**src/hsl2rgb_pkg.sv**
```systemverilog
// Package for the HSL to RGB converter: fixed-point format, ramp constants and
// payload types. No dependencies; used by the channel interfaces and the core.
package hsl2rgb_pkg;

  // Fixed-point format: hue is Q0.FRAC_BITS, channels are unsigned Q1.FRAC_BITS
  localparam int unsigned FRAC_BITS = 15;
  localparam int unsigned HUE_W     = FRAC_BITS;
  localparam int unsigned CH_W      = FRAC_BITS + 1;
  localparam int unsigned PROD_W    = 2 * CH_W + 1;  // l * (ONE + s)
  localparam int unsigned RAMP_W    = 2 * CH_W;      // (q - p) * ramp factor
  localparam int unsigned SIX_W     = FRAC_BITS + 3; // 6 * hue

  localparam int unsigned ONE_I        = 1 << FRAC_BITS;
  localparam int unsigned THIRD_I      = (ONE_I + 1) / 3;
  localparam int unsigned TWO_THIRDS_I = (2 * ONE_I + 1) / 3;
  localparam int unsigned SIXTH_I      = (ONE_I + 3) / 6;

  localparam logic [CH_W-1:0]  ONE        = {1'b1, {FRAC_BITS{1'b0}}};
  localparam logic [CH_W-1:0]  HALF       = ONE >> 1;
  localparam logic [HUE_W-1:0] THIRD      = HUE_W'(THIRD_I);
  localparam logic [HUE_W-1:0] TWO_THIRDS = HUE_W'(TWO_THIRDS_I);
  localparam logic [HUE_W-1:0] SIXTH      = HUE_W'(SIXTH_I);

  typedef logic [HUE_W-1:0] hue_t;
  typedef logic [CH_W-1:0]  chan_t;

  // Segment of the hue ramp: rise, plateau at q, fall, floor at p
  typedef enum logic [1:0] {
    SEG_RISE = 2'd0,
    SEG_HIGH = 2'd1,
    SEG_FALL = 2'd2,
    SEG_LOW  = 2'd3
  } seg_e;

endpackage

```
**src/hsl2rgb_hsl_if.sv**
```systemverilog
// Request channel carrying one HSL pixel (valid/ready handshake).
// Depends on hsl2rgb_pkg for the payload types.
interface hsl2rgb_hsl_if;
  logic               valid;
  logic               ready;
  hsl2rgb_pkg::hue_t  hue;
  hsl2rgb_pkg::chan_t saturation;
  hsl2rgb_pkg::chan_t lightness;

  modport source (output valid, output hue, output saturation, output lightness,
                  input ready);
  modport sink   (input valid, input hue, input saturation, input lightness,
                  output ready);
endinterface

```
**src/hsl2rgb_rgb_if.sv**
```systemverilog
// Request channel carrying one RGB pixel (valid/ready handshake).
// Depends on hsl2rgb_pkg for the payload types.
interface hsl2rgb_rgb_if;
  logic               valid;
  logic               ready;
  hsl2rgb_pkg::chan_t red;
  hsl2rgb_pkg::chan_t green;
  hsl2rgb_pkg::chan_t blue;

  modport source (output valid, output red, output green, output blue, input ready);
  modport sink   (input valid, input red, input green, input blue, output ready);
endinterface

```
**src/hsl_to_rgb_converter_core.sv**
```systemverilog
// HSL to RGB pixel converter. Takes one pixel request per clock while the output
// is not stalled and returns one RGB request per pixel, in order. The datapath
// is a five-register pipeline (input conditioning, q/p product, q/p clamp,
// three ramp products, channel select) with one 16x17 multiplier stage and
// three 16x16 multipliers; a stall on the output freezes the whole pipeline,
// and the output register lets a new pixel enter whenever the result register
// is empty or being taken. Zero saturation needs no special path: q and p both
// equal lightness, so all channels do too.
// Depends on hsl2rgb_pkg, hsl2rgb_hsl_if and hsl2rgb_rgb_if.
module hsl_to_rgb_converter_core (
  input  logic          clk_i,
  input  logic          rst_ni,
  hsl2rgb_hsl_if.sink   hsl_i,
  hsl2rgb_rgb_if.source rgb_o
);
  import hsl2rgb_pkg::*;

  // 6 * x as shift and add
  function automatic logic [SIX_W-1:0] six_times(input logic [HUE_W-1:0] x);
    logic [SIX_W-1:0] xe;
    xe = SIX_W'(x);
    return (xe << 2) + (xe << 1);
  endfunction

  // Valid bits: [0..3] pipeline stages, [4] output register
  logic [4:0] vld_q;
  logic       adv;

  // Stage 0 combinational
  chan_t sat_d, lit_d;
  hue_t  t_d [3];

  // Stage 1 registers and logic
  chan_t              sat1_q, lit1_q;
  hue_t               t1_q [3];
  logic               lo_half_d;
  logic [CH_W:0]      mcand_d;
  logic [PROD_W-1:0]  prod_d;
  seg_e               seg_d [3];
  chan_t              fac_d [3];
  logic [SIX_W-1:0]   six_rise [3];
  logic [SIX_W-1:0]   six_fall [3];

  // Stage 2 registers and logic
  logic [PROD_W-1:0]  prod2_q;
  logic               lo_half2_q;
  chan_t              sat2_q, lit2_q;
  seg_e               seg2_q [3];
  chan_t              fac2_q [3];
  logic [PROD_W:0]    qsum;
  chan_t              qrnd;
  logic [CH_W:0]      q_raw;
  chan_t              q_d, p_d, d_d;
  logic signed [CH_W+1:0] p_raw;

  // Stage 3 registers and logic
  chan_t              q3_q, p3_q, d3_q;
  seg_e               seg3_q [3];
  chan_t              fac3_q [3];
  logic [RAMP_W-1:0]  ramp_d [3];

  // Stage 4 registers and logic
  chan_t              q4_q, p4_q;
  seg_e               seg4_q [3];
  logic [RAMP_W-1:0]  ramp4_q [3];
  logic [RAMP_W:0]    rsum [3];
  logic [CH_W:0]      v_raw [3];
  chan_t              chan_d [3];

  // Output registers
  chan_t              red_q, green_q, blue_q;

  // Advance every stage together unless the result register is held
  assign adv         = !vld_q[4] || rgb_o.ready;
  assign hsl_i.ready = adv;

  always_ff @(posedge clk_i or negedge rst_ni) begin
    if (!rst_ni) begin
      vld_q <= '0;
    end else if (adv) begin
      vld_q <= {vld_q[3:0], hsl_i.valid};
    end
  end

  // Stage 0: saturate inputs, form the three hue arguments (wrap by width)
  always_comb begin
    sat_d  = (hsl_i.saturation > ONE) ? ONE : hsl_i.saturation;
    lit_d  = (hsl_i.lightness > ONE) ? ONE : hsl_i.lightness;
    t_d[0] = hsl_i.hue + THIRD;
    t_d[1] = hsl_i.hue;
    t_d[2] = hsl_i.hue - THIRD;
  end

  always_ff @(posedge clk_i) begin
    if (adv) begin
      sat1_q <= sat_d;
      lit1_q <= lit_d;
      t1_q   <= t_d;
    end
  end

  // Stage 1: product for q, ramp segment and factor per channel
  always_comb begin
    lo_half_d = lit1_q < HALF;
    mcand_d   = lo_half_d ? ({1'b0, ONE} + {1'b0, sat1_q}) : {1'b0, sat1_q};
    prod_d    = PROD_W'(lit1_q) * PROD_W'(mcand_d);
    for (int c = 0; c < 3; c++) begin
      six_rise[c] = six_times(t1_q[c]);
      six_fall[c] = six_times(TWO_THIRDS - t1_q[c]);
      if (t1_q[c] < SIXTH) begin
        seg_d[c] = SEG_RISE;
        fac_d[c] = six_rise[c][CH_W-1:0];
      end else if ({1'b0, t1_q[c]} < HALF) begin
        seg_d[c] = SEG_HIGH;
        fac_d[c] = '0;
      end else if (t1_q[c] < TWO_THIRDS) begin
        seg_d[c] = SEG_FALL;
        fac_d[c] = six_fall[c][CH_W-1:0];
      end else begin
        seg_d[c] = SEG_LOW;
        fac_d[c] = '0;
      end
    end
  end

  always_ff @(posedge clk_i) begin
    if (adv) begin
      prod2_q    <= prod_d;
      lo_half2_q <= lo_half_d;
      sat2_q     <= sat1_q;
      lit2_q     <= lit1_q;
      seg2_q     <= seg_d;
      fac2_q     <= fac_d;
    end
  end

  // Stage 2: round the product, clamp q to one and p to [0, q]
  always_comb begin
    qsum  = {1'b0, prod2_q} + (PROD_W + 1)'(HALF);
    qrnd  = qsum[FRAC_BITS +: CH_W];
    q_raw = lo_half2_q ? {1'b0, qrnd}
                       : ({1'b0, lit2_q} + {1'b0, sat2_q} - {1'b0, qrnd});
    q_d   = (q_raw > {1'b0, ONE}) ? ONE : q_raw[CH_W-1:0];
    p_raw = $signed({1'b0, lit2_q, 1'b0}) - $signed({2'b00, q_d});
    if (p_raw < 0) begin
      p_d = '0;
    end else if (p_raw > $signed({2'b00, q_d})) begin
      p_d = q_d;
    end else begin
      p_d = p_raw[CH_W-1:0];
    end
    d_d = q_d - p_d;
  end

  always_ff @(posedge clk_i) begin
    if (adv) begin
      q3_q   <= q_d;
      p3_q   <= p_d;
      d3_q   <= d_d;
      seg3_q <= seg2_q;
      fac3_q <= fac2_q;
    end
  end

  // Stage 3: ramp products (q - p) * factor
  always_comb begin
    for (int c = 0; c < 3; c++) begin
      ramp_d[c] = RAMP_W'(d3_q) * RAMP_W'(fac3_q[c]);
    end
  end

  always_ff @(posedge clk_i) begin
    if (adv) begin
      q4_q    <= q3_q;
      p4_q    <= p3_q;
      seg4_q  <= seg3_q;
      ramp4_q <= ramp_d;
    end
  end

  // Stage 4: round ramp, select by segment, saturate to one
  always_comb begin
    for (int c = 0; c < 3; c++) begin
      rsum[c] = {1'b0, ramp4_q[c]} + (RAMP_W + 1)'(HALF);
      case (seg4_q[c])
        SEG_RISE, SEG_FALL: v_raw[c] = {1'b0, p4_q} + {1'b0, rsum[c][FRAC_BITS +: CH_W]};
        SEG_HIGH:           v_raw[c] = {1'b0, q4_q};
        SEG_LOW:            v_raw[c] = {1'b0, p4_q};
        default:            v_raw[c] = {1'b0, p4_q};
      endcase
      chan_d[c] = (v_raw[c] > {1'b0, ONE}) ? ONE : v_raw[c][CH_W-1:0];
    end
  end

  always_ff @(posedge clk_i) begin
    if (adv) begin
      red_q   <= chan_d[0];
      green_q <= chan_d[1];
      blue_q  <= chan_d[2];
    end
  end

  assign rgb_o.valid = vld_q[4];
  assign rgb_o.red   = red_q;
  assign rgb_o.green = green_q;
  assign rgb_o.blue  = blue_q;

`ifndef SYNTH
  a_out_range: assert property (@(posedge clk_i) disable iff (!rst_ni)
    vld_q[4] |-> (red_q <= ONE && green_q <= ONE && blue_q <= ONE))
    else $error("channel above one on output");

  a_stall_blocks: assert property (@(posedge clk_i) disable iff (!rst_ni)
    (vld_q[4] && !rgb_o.ready) |-> !hsl_i.ready)
    else $error("input taken while output is held");

  a_enter: assert property (@(posedge clk_i) disable iff (!rst_ni)
    (hsl_i.valid && hsl_i.ready) |=> vld_q[0])
    else $error("accepted pixel did not enter stage one");

  a_qp_order: assert property (@(posedge clk_i) disable iff (!rst_ni)
    vld_q[2] |-> (p3_q <= q3_q && q3_q <= ONE))
    else $error("p above q or q above one");
`endif

endmodule

```
**src/flat_wrapper.sv**
```systemverilog
// flat-port wrapper written by rule: the top's interface ports become plain ports
module hsl_to_rgb_converter_core_flat import hsl2rgb_pkg::*;
  (clk_i, rst_ni, hsl_i_valid, hsl_i_hue, hsl_i_saturation, hsl_i_lightness, hsl_i_ready, rgb_o_valid, rgb_o_red, rgb_o_green, rgb_o_blue, rgb_o_ready);
  hsl2rgb_hsl_if hsl_i_i ();
  hsl2rgb_rgb_if rgb_o_i ();
  input  logic clk_i;
  input  logic rst_ni;
  input wire logic [$bits(hsl_i_i.valid)-1:0] hsl_i_valid;
  input wire logic [$bits(hsl_i_i.hue)-1:0] hsl_i_hue;
  input wire logic [$bits(hsl_i_i.saturation)-1:0] hsl_i_saturation;
  input wire logic [$bits(hsl_i_i.lightness)-1:0] hsl_i_lightness;
  output wire logic [$bits(hsl_i_i.ready)-1:0] hsl_i_ready;
  output wire logic [$bits(rgb_o_i.valid)-1:0] rgb_o_valid;
  output wire logic [$bits(rgb_o_i.red)-1:0] rgb_o_red;
  output wire logic [$bits(rgb_o_i.green)-1:0] rgb_o_green;
  output wire logic [$bits(rgb_o_i.blue)-1:0] rgb_o_blue;
  input wire logic [$bits(rgb_o_i.ready)-1:0] rgb_o_ready;
  assign hsl_i_i.valid = hsl_i_valid;
  assign hsl_i_i.hue = hsl_i_hue;
  assign hsl_i_i.saturation = hsl_i_saturation;
  assign hsl_i_i.lightness = hsl_i_lightness;
  assign hsl_i_ready = hsl_i_i.ready;
  assign rgb_o_valid = rgb_o_i.valid;
  assign rgb_o_red = rgb_o_i.red;
  assign rgb_o_green = rgb_o_i.green;
  assign rgb_o_blue = rgb_o_i.blue;
  assign rgb_o_i.ready = rgb_o_ready;
  hsl_to_rgb_converter_core u_core (.clk_i(clk_i), .rst_ni(rst_ni), .hsl_i(hsl_i_i), .rgb_o(rgb_o_i));
endmodule
```
**config.mk**
```make
export PLATFORM = sky130hd
export DESIGN_NAME = hsl_to_rgb_converter_core_flat
export DESIGN_NICKNAME = d
export VERILOG_FILES = /design/src/hsl2rgb_pkg.sv /design/src/hsl2rgb_hsl_if.sv /design/src/hsl2rgb_rgb_if.sv /design/src/hsl_to_rgb_converter_core.sv /design/src/flat_wrapper.sv
export SDC_FILE = /design/constraint.sdc
export NUM_CORES = 2
export LEC_CHECK = 0
export BUFFER_PORTS_ARGS = -buffer_cell sky130_fd_sc_hd__buf_2
export CELL_PAD_IN_SITES_DETAIL_PLACEMENT = 0
export CELL_PAD_IN_SITES_GLOBAL_PLACEMENT = 1
export CORE_MARGIN = 2
export CORE_UTILIZATION = 52
export CTS_CLUSTER_SIZE = 20
export DETAILED_ROUTE_END_ITERATION = 7
export HOLD_SLACK_MARGIN = 0.06
export PLACE_DENSITY_LB_ADDON = 0.1
export SLEW_MARGIN = 10
export SYNTH_ARGS = -nofsm -noshare
export SYNTH_HDL_FRONTEND = slang
export SYNTH_SLANG_ARGS = --single-unit
```
**constraint.sdc**
```tcl
create_clock -name clk_i -period 32.1 [get_ports clk_i]
set_input_delay 9.63 -clock clk_i [delete_from_list [all_inputs] [get_ports clk_i]]
set_output_delay 9.63 -clock clk_i [all_outputs]
set_load 0.01 [all_outputs]
```
**Yosys cells after proc, flatten, opt, wreduce, memory -nomap -nowiden**

Index checks and enable logic that the tools add are counted.

- Bits of input ports: 51
- Output and inout port bits: 50
- Word-level logic and storage cells: 127
- Register bits after elaboration: 481

- $mul: 4
- Equality and inequality tests: 9
- Reduce and logical (&&, ||, !) cells: 11
- Muxes and demuxes: 23
- Magnitude comparators: 18
- Add/subtract/negate cells: 23

Operators by type and width:

| cell | count |
|---|---|
| two-way mux 16 bit | 12 |
| case mux 17 bit (3 select lines) | 3 |
| adder 31 x 15 -> 31 bit (second input constant) | 4 |
| adder 16 bit | 6 |
| multiplier 16 x 16 -> 31 bit | 3 |
| < comparator 15 bit (second input constant) | 6 |
| adder 16 x 16 -> 17 bit | 4 |
| > comparator 17 x 16 -> 1 bit (second input constant) | 4 |
| < comparator 15 x 13 -> 1 bit (second input constant) | 3 |
| subtractor 15 bit (first input constant) | 3 |
| two-way mux 17 bit | 2 |
| > comparator 16 bit (second input constant) | 2 |
| multiplier 16 x 17 -> 31 bit | 1 |
| > comparator 18 x 17 -> 1 bit | 1 |
| < comparator 18 x 1 -> 1 bit (second input constant) | 1 |
| subtractor 17 x 16 -> 18 bit | 1 |
| adder 16 x 16 -> 17 bit (first input constant) | 1 |
| subtractor 17 x 16 -> 17 bit | 1 |
| < comparator 16 x 15 -> 1 bit (second input constant) | 1 |
| subtractor 16 bit | 1 |
| adder 15 x 14 -> 15 bit (second input constant) | 1 |
| subtractor 15 x 14 -> 15 bit (second input constant) | 1 |
| equality test 2 bit (second input constant) | 6 |
| OR reduction 2 bit | 6 |
| 5 further kinds | 14 |

**Longest topological paths before layout**

- Word-level depth: 10
- Gate-level depth with buffers: 56
- Gate-level depth less buffers: 53

**Worst setup path before layout**

Ideal clock, no wire load.

- Path type: input to output
- From: input port rgb_o_ready
- To: output port hsl_i_ready
- Stages on the path: 2
- Data required time: 22470 ps
- Arrival time: 21098 ps
- Setup slack: 1372 ps
- Path buffers: 1
- Cells stage by stage: nand2b_1 -> clkbuf_1

- Longest elaborated chain between the ends: 1

Ends and longest elaborated chain:

| item | line | RTL |
|---|---|---|
| start: declaration | flat_wrapper.sv:17 | `input wire logic [$bits(rgb_o_i.ready)-1:0] rgb_o_ready;` |
| logical OR 1 bit | hsl_to_rgb_converter_core.sv:74 | `assign adv = !vld_q[4] \|\| rgb_o.ready;` |
| end: declaration | flat_wrapper.sv:12 | `output wire logic [$bits(hsl_i_i.ready)-1:0] hsl_i_ready;` |

No other way between the ends.

**Worst setup path after layout**

Ends and elaborated chain as after synthesis.

==> out/qor.csv <==
stage,metric,value,unit
outcome,status,finished clean,
place,PortBufs,100,
logic_synthesis,post-synthesis sequential area ratio,22.27,%
flow_run,Max Cap Viol,0,
timing,Worst Tran Pin Value,1194,ps
timing,minimum clock period,20200,ps
logic_synthesis,Most used DFF post-synth,edfxtp_1,
timing,# setup viols final,0,
routing,1st-pass router iterations,6,
floorplanning,die area,110800,µm²
cts,# resized after CTS,0,
global_routing,largest net degree at the start of global routing,134,
setup_path,crit path max fanout,45,
logic_synthesis,Yosys reg bits,418,
cts,CTS tree,yes,
setup_path,most frequent CP cell,buf_2,
floorplanning,die height,332.9,µm
global_routing,total track usage,25.24,%
logic_synthesis,number of synthesized flops with an enable pin,413,
cts,CTS Buf Count,48,
logic_synthesis,"count leader, synth",inv_1,
setup_path,"Arr. time, crit path",10570,ps
layout,Diodes inserted,0,
layout,area of the multi-input gates,39030,µm²
routing,initial drt markers,2082,
timing,slew margin rel.,19.88,%
routing,post-route ant nets,0,
floorplanning,CORE AREA,107200,µm²
setup_path,slowest CP cell,nand2b_4,
global_routing,first-pass GRT wire length,219.1,mm
floorplanning,row count,120,
routing,DRT Wirelength,136.8,mm
cts,"Clk Latency, worst-skew pair",650,ps
logic_synthesis,Post-Syn Nets,7233,
cts,"Clk pin slew, worst setup/hold paths",60,ps
timing,Max Clk Rate,49.50,MHz
logic_synthesis,synth top area cells,"fa_1 27%, edfxtp_1 22%, ha_1 14%, inv_1 6.8%, nand2_1 5.1%",
timing,skew final,46.15,ps
logic_synthesis,Async SR Flop Fraction,1.196,%
timing,setup_tns,0,ps
setup_path,"Largest delay share family, worst path",simple AND/OR/NAND/NOR gates,
floorplanning,# IOs,101,
logic_synthesis,Synth top area share,27.30,%
setup_path,Setup crit start,rgb_o_ready,
timing,Hold Fails Final Rpt,0,
layout,fraction of layout cells with a size suffix above 1,5.159,%
global_routing,GRT Residual Overflow,0,
routing,total number of vias,38477,
layout,number of fill cells in the layout,9811,
timing,RSZ-0062 raised after global routing,no,
setup_path,startpoint types,input pin,
logic_synthesis,yosys warns,0,
place,RD Place Congestion,0.8727,
setup_path,critical path required time,22470,ps
setup_path,WP buf/inv,2,
layout,P&R area growth vs syn,6.064,%
setup_path,CP max stage delay,530,ps
timing,Final Max Slew Viols,0,
cts,CTS Buffer Depth,3,
floorplanning,initial core utilization,52.47,%
layout,Final nets,7218,
routing,Vias/cell,5.345,
setup_path,CP Capture Type,output pin,
global_routing,vias in the first global route,39433,
timing,post-route clock period utilization,62.94,%
cts,Post-CTS Hold Fix Bufs,0,
global_routing,initial antenna violation count,1,
layout,register area,12530,µm²
min_path,Hold Path Class,reg2reg,
logic_synthesis,Synth cell types,85,
logic_synthesis,synthesized area,56250,µm²
setup_path,reg2reg start,u_core.prod2_q[17],
logic_synthesis,Synth Instances,5772,
cts,clk sinks,418,
logic_synthesis,Avg Inst Size Synth,9.745,µm²
logic_synthesis,"area leader, netlist",fa_1,
setup_path,cells along the critical path,buf_2 -> nand2b_4 -> buf_2,
min_path,hold_sp,u_core.fac2_q[13],
floorplanning,die width,332.9,µm
place,HPWL Detailed,104.9,mm
routing,routed len/inst,19.00,µm
routing,Residual DRC,0,
cts,number of H-tree levels,2,
cts,Root Driver,clkbuf_16,
setup_path,WS Path Type,in2out,
cts,# Post-CTS Setup Buffers,0,
logic_synthesis,synth cell count leaders,"1025 x inv_1, 767 x fa_1, 762 x nand2_1",
[state kept, by name (all words and copies together), names as in the netlist]
name	cells
u_core.rgb_o.blue	16
u_core.lit1_q	16
u_core.d3_q	16
u_core.q4_q	16
u_core.ramp4_q	51
u_core.fac3_q	45
u_core.p3_q	16
u_core.p4_q	16
u_core.lo_half2_q	1
u_core.sat1_q	16
u_core.fac2_q	45
u_core.vld_q	5
u_core.t1_q	44
u_core.sat2_q	16
u_core.seg3_q	6
u_core.rgb_o.red	16
u_core.lit2_q	16
u_core.seg4_q	6
u_core.seg2_q	6
u_core.q3_q	16
u_core.prod2_q	17
u_core.rgb_o.green	16
[layout by cell type, fill, tap and decap left out, drive strengths merged, types with 10 or more instances in the layout]
cell and instances:
a221oi 10, clkinv 25, buf 151, nand2 763
xor2 104, inv 1031, o41ai 10, xnor2 229
nor2 216, a211oi 33, o21bai 47, nor3 59
edfxtp 413, o21a 43, mux2i 59, nand2b 28
fa 767, a31oi 13, mux2 16, or2 18
and2 358, a21o 48, nand3 65, nand4 25
ha 643, or3 14, nor2b 70, o21ai 137
nor4 13, o22ai 22, a21oi 180, and3 26
clkbuf 50
[per-stage QoR]
| step | hold WS (ps) | instance area [µm²] | instances | utilization [%] | setup slack, ps |
|---|---|---|---|---|---|
| floorplan | 400.3 | 56250 | 5772 | - | 1372 |
| global placement | 400.3 | 58070 | 7110 | 54.17 | 11920 |
| detailed placement | 404.5 | 58070 | 7110 | 54.17 | 11880 |
| CTS | 377.8 | 59660 | 7199 | 55.65 | 11880 |
| global route | 403.7 | 59660 | 7199 | 55.65 | 11840 |
| finish | 385.7 | 59660 | 7199 | 55.65 | 11900 |
[metal layers]
metal	global-route usage, %	part of all wire [%]	vias up
met5	0	0	-
met4	6.335	2.5	0
met3	2.460	4.3	158
met2	42.25	47	784
met1	35.30	46	19196
li1	-	-	18339
[kinds of logic (layout without fill, tap and decap cells)]
kind of cell / count (synthesis) / in the layout / synth area share, %
and+or+nand+nor: 1687 / 1687 / 14.29
buffers and inverters: 1242 / 1266 / 8.346
AOI/OAI and AO/OA: 606 / 606 / 6.936
muxes: 75 / 75 / 1.370
other: 1 / 1 / 0.006667
adders and majority gates: 1410 / 1410 / 41.60
xor gates and xnor gates: 333 / 333 / 5.185
DFF: 418 / 418 / 22.27
[worst reg2reg max path, delay by kind of cell, from the launching register on]
family | cells | cell delay (ps)
xor+xnor | 2 | 410
simple gates | 16 | 3760
compound gates | 21 | 4540
mux | 2 | 430
fa+ha+maj | 5 | 1850
flops | 1 | 450
buf+inv | 3 | 380
[area by class of cell]
cell class,instances,area share (%)
Multi-Input combinational cell,4112,65.43
Inverter,1026,6.468
Clock inverter,39,0.6355
Sequential cell,418,21.00
Timing Repair Buffer,151,1.502
Tap cell,1403,2.942
Clock buffer,50,2.026
[final timing paths]
| path | to | slack, ps | cells after the start |
|---|---|---|---|
| worst max-delay path | hsl_i_ready | 11900 | 3 |
| worst min-delay path | u_core.fac3_q[13] | 390 | 0 |
| worst max register to register | u_core.d3_q[14] | 20080 | 49 |
| worst min register to register | u_core.fac3_q[13] | 390 | 0 |
| max in group asynchronous | u_core.vld_q[2] | 23180 | 1 |
| min in group asynchronous | u_core.vld_q[1] | 8790 | 1 |
Power is left out: the tool's default activity adds up to more than one toggle a clock period on the data nets, which glitch-free logic cannot reach.
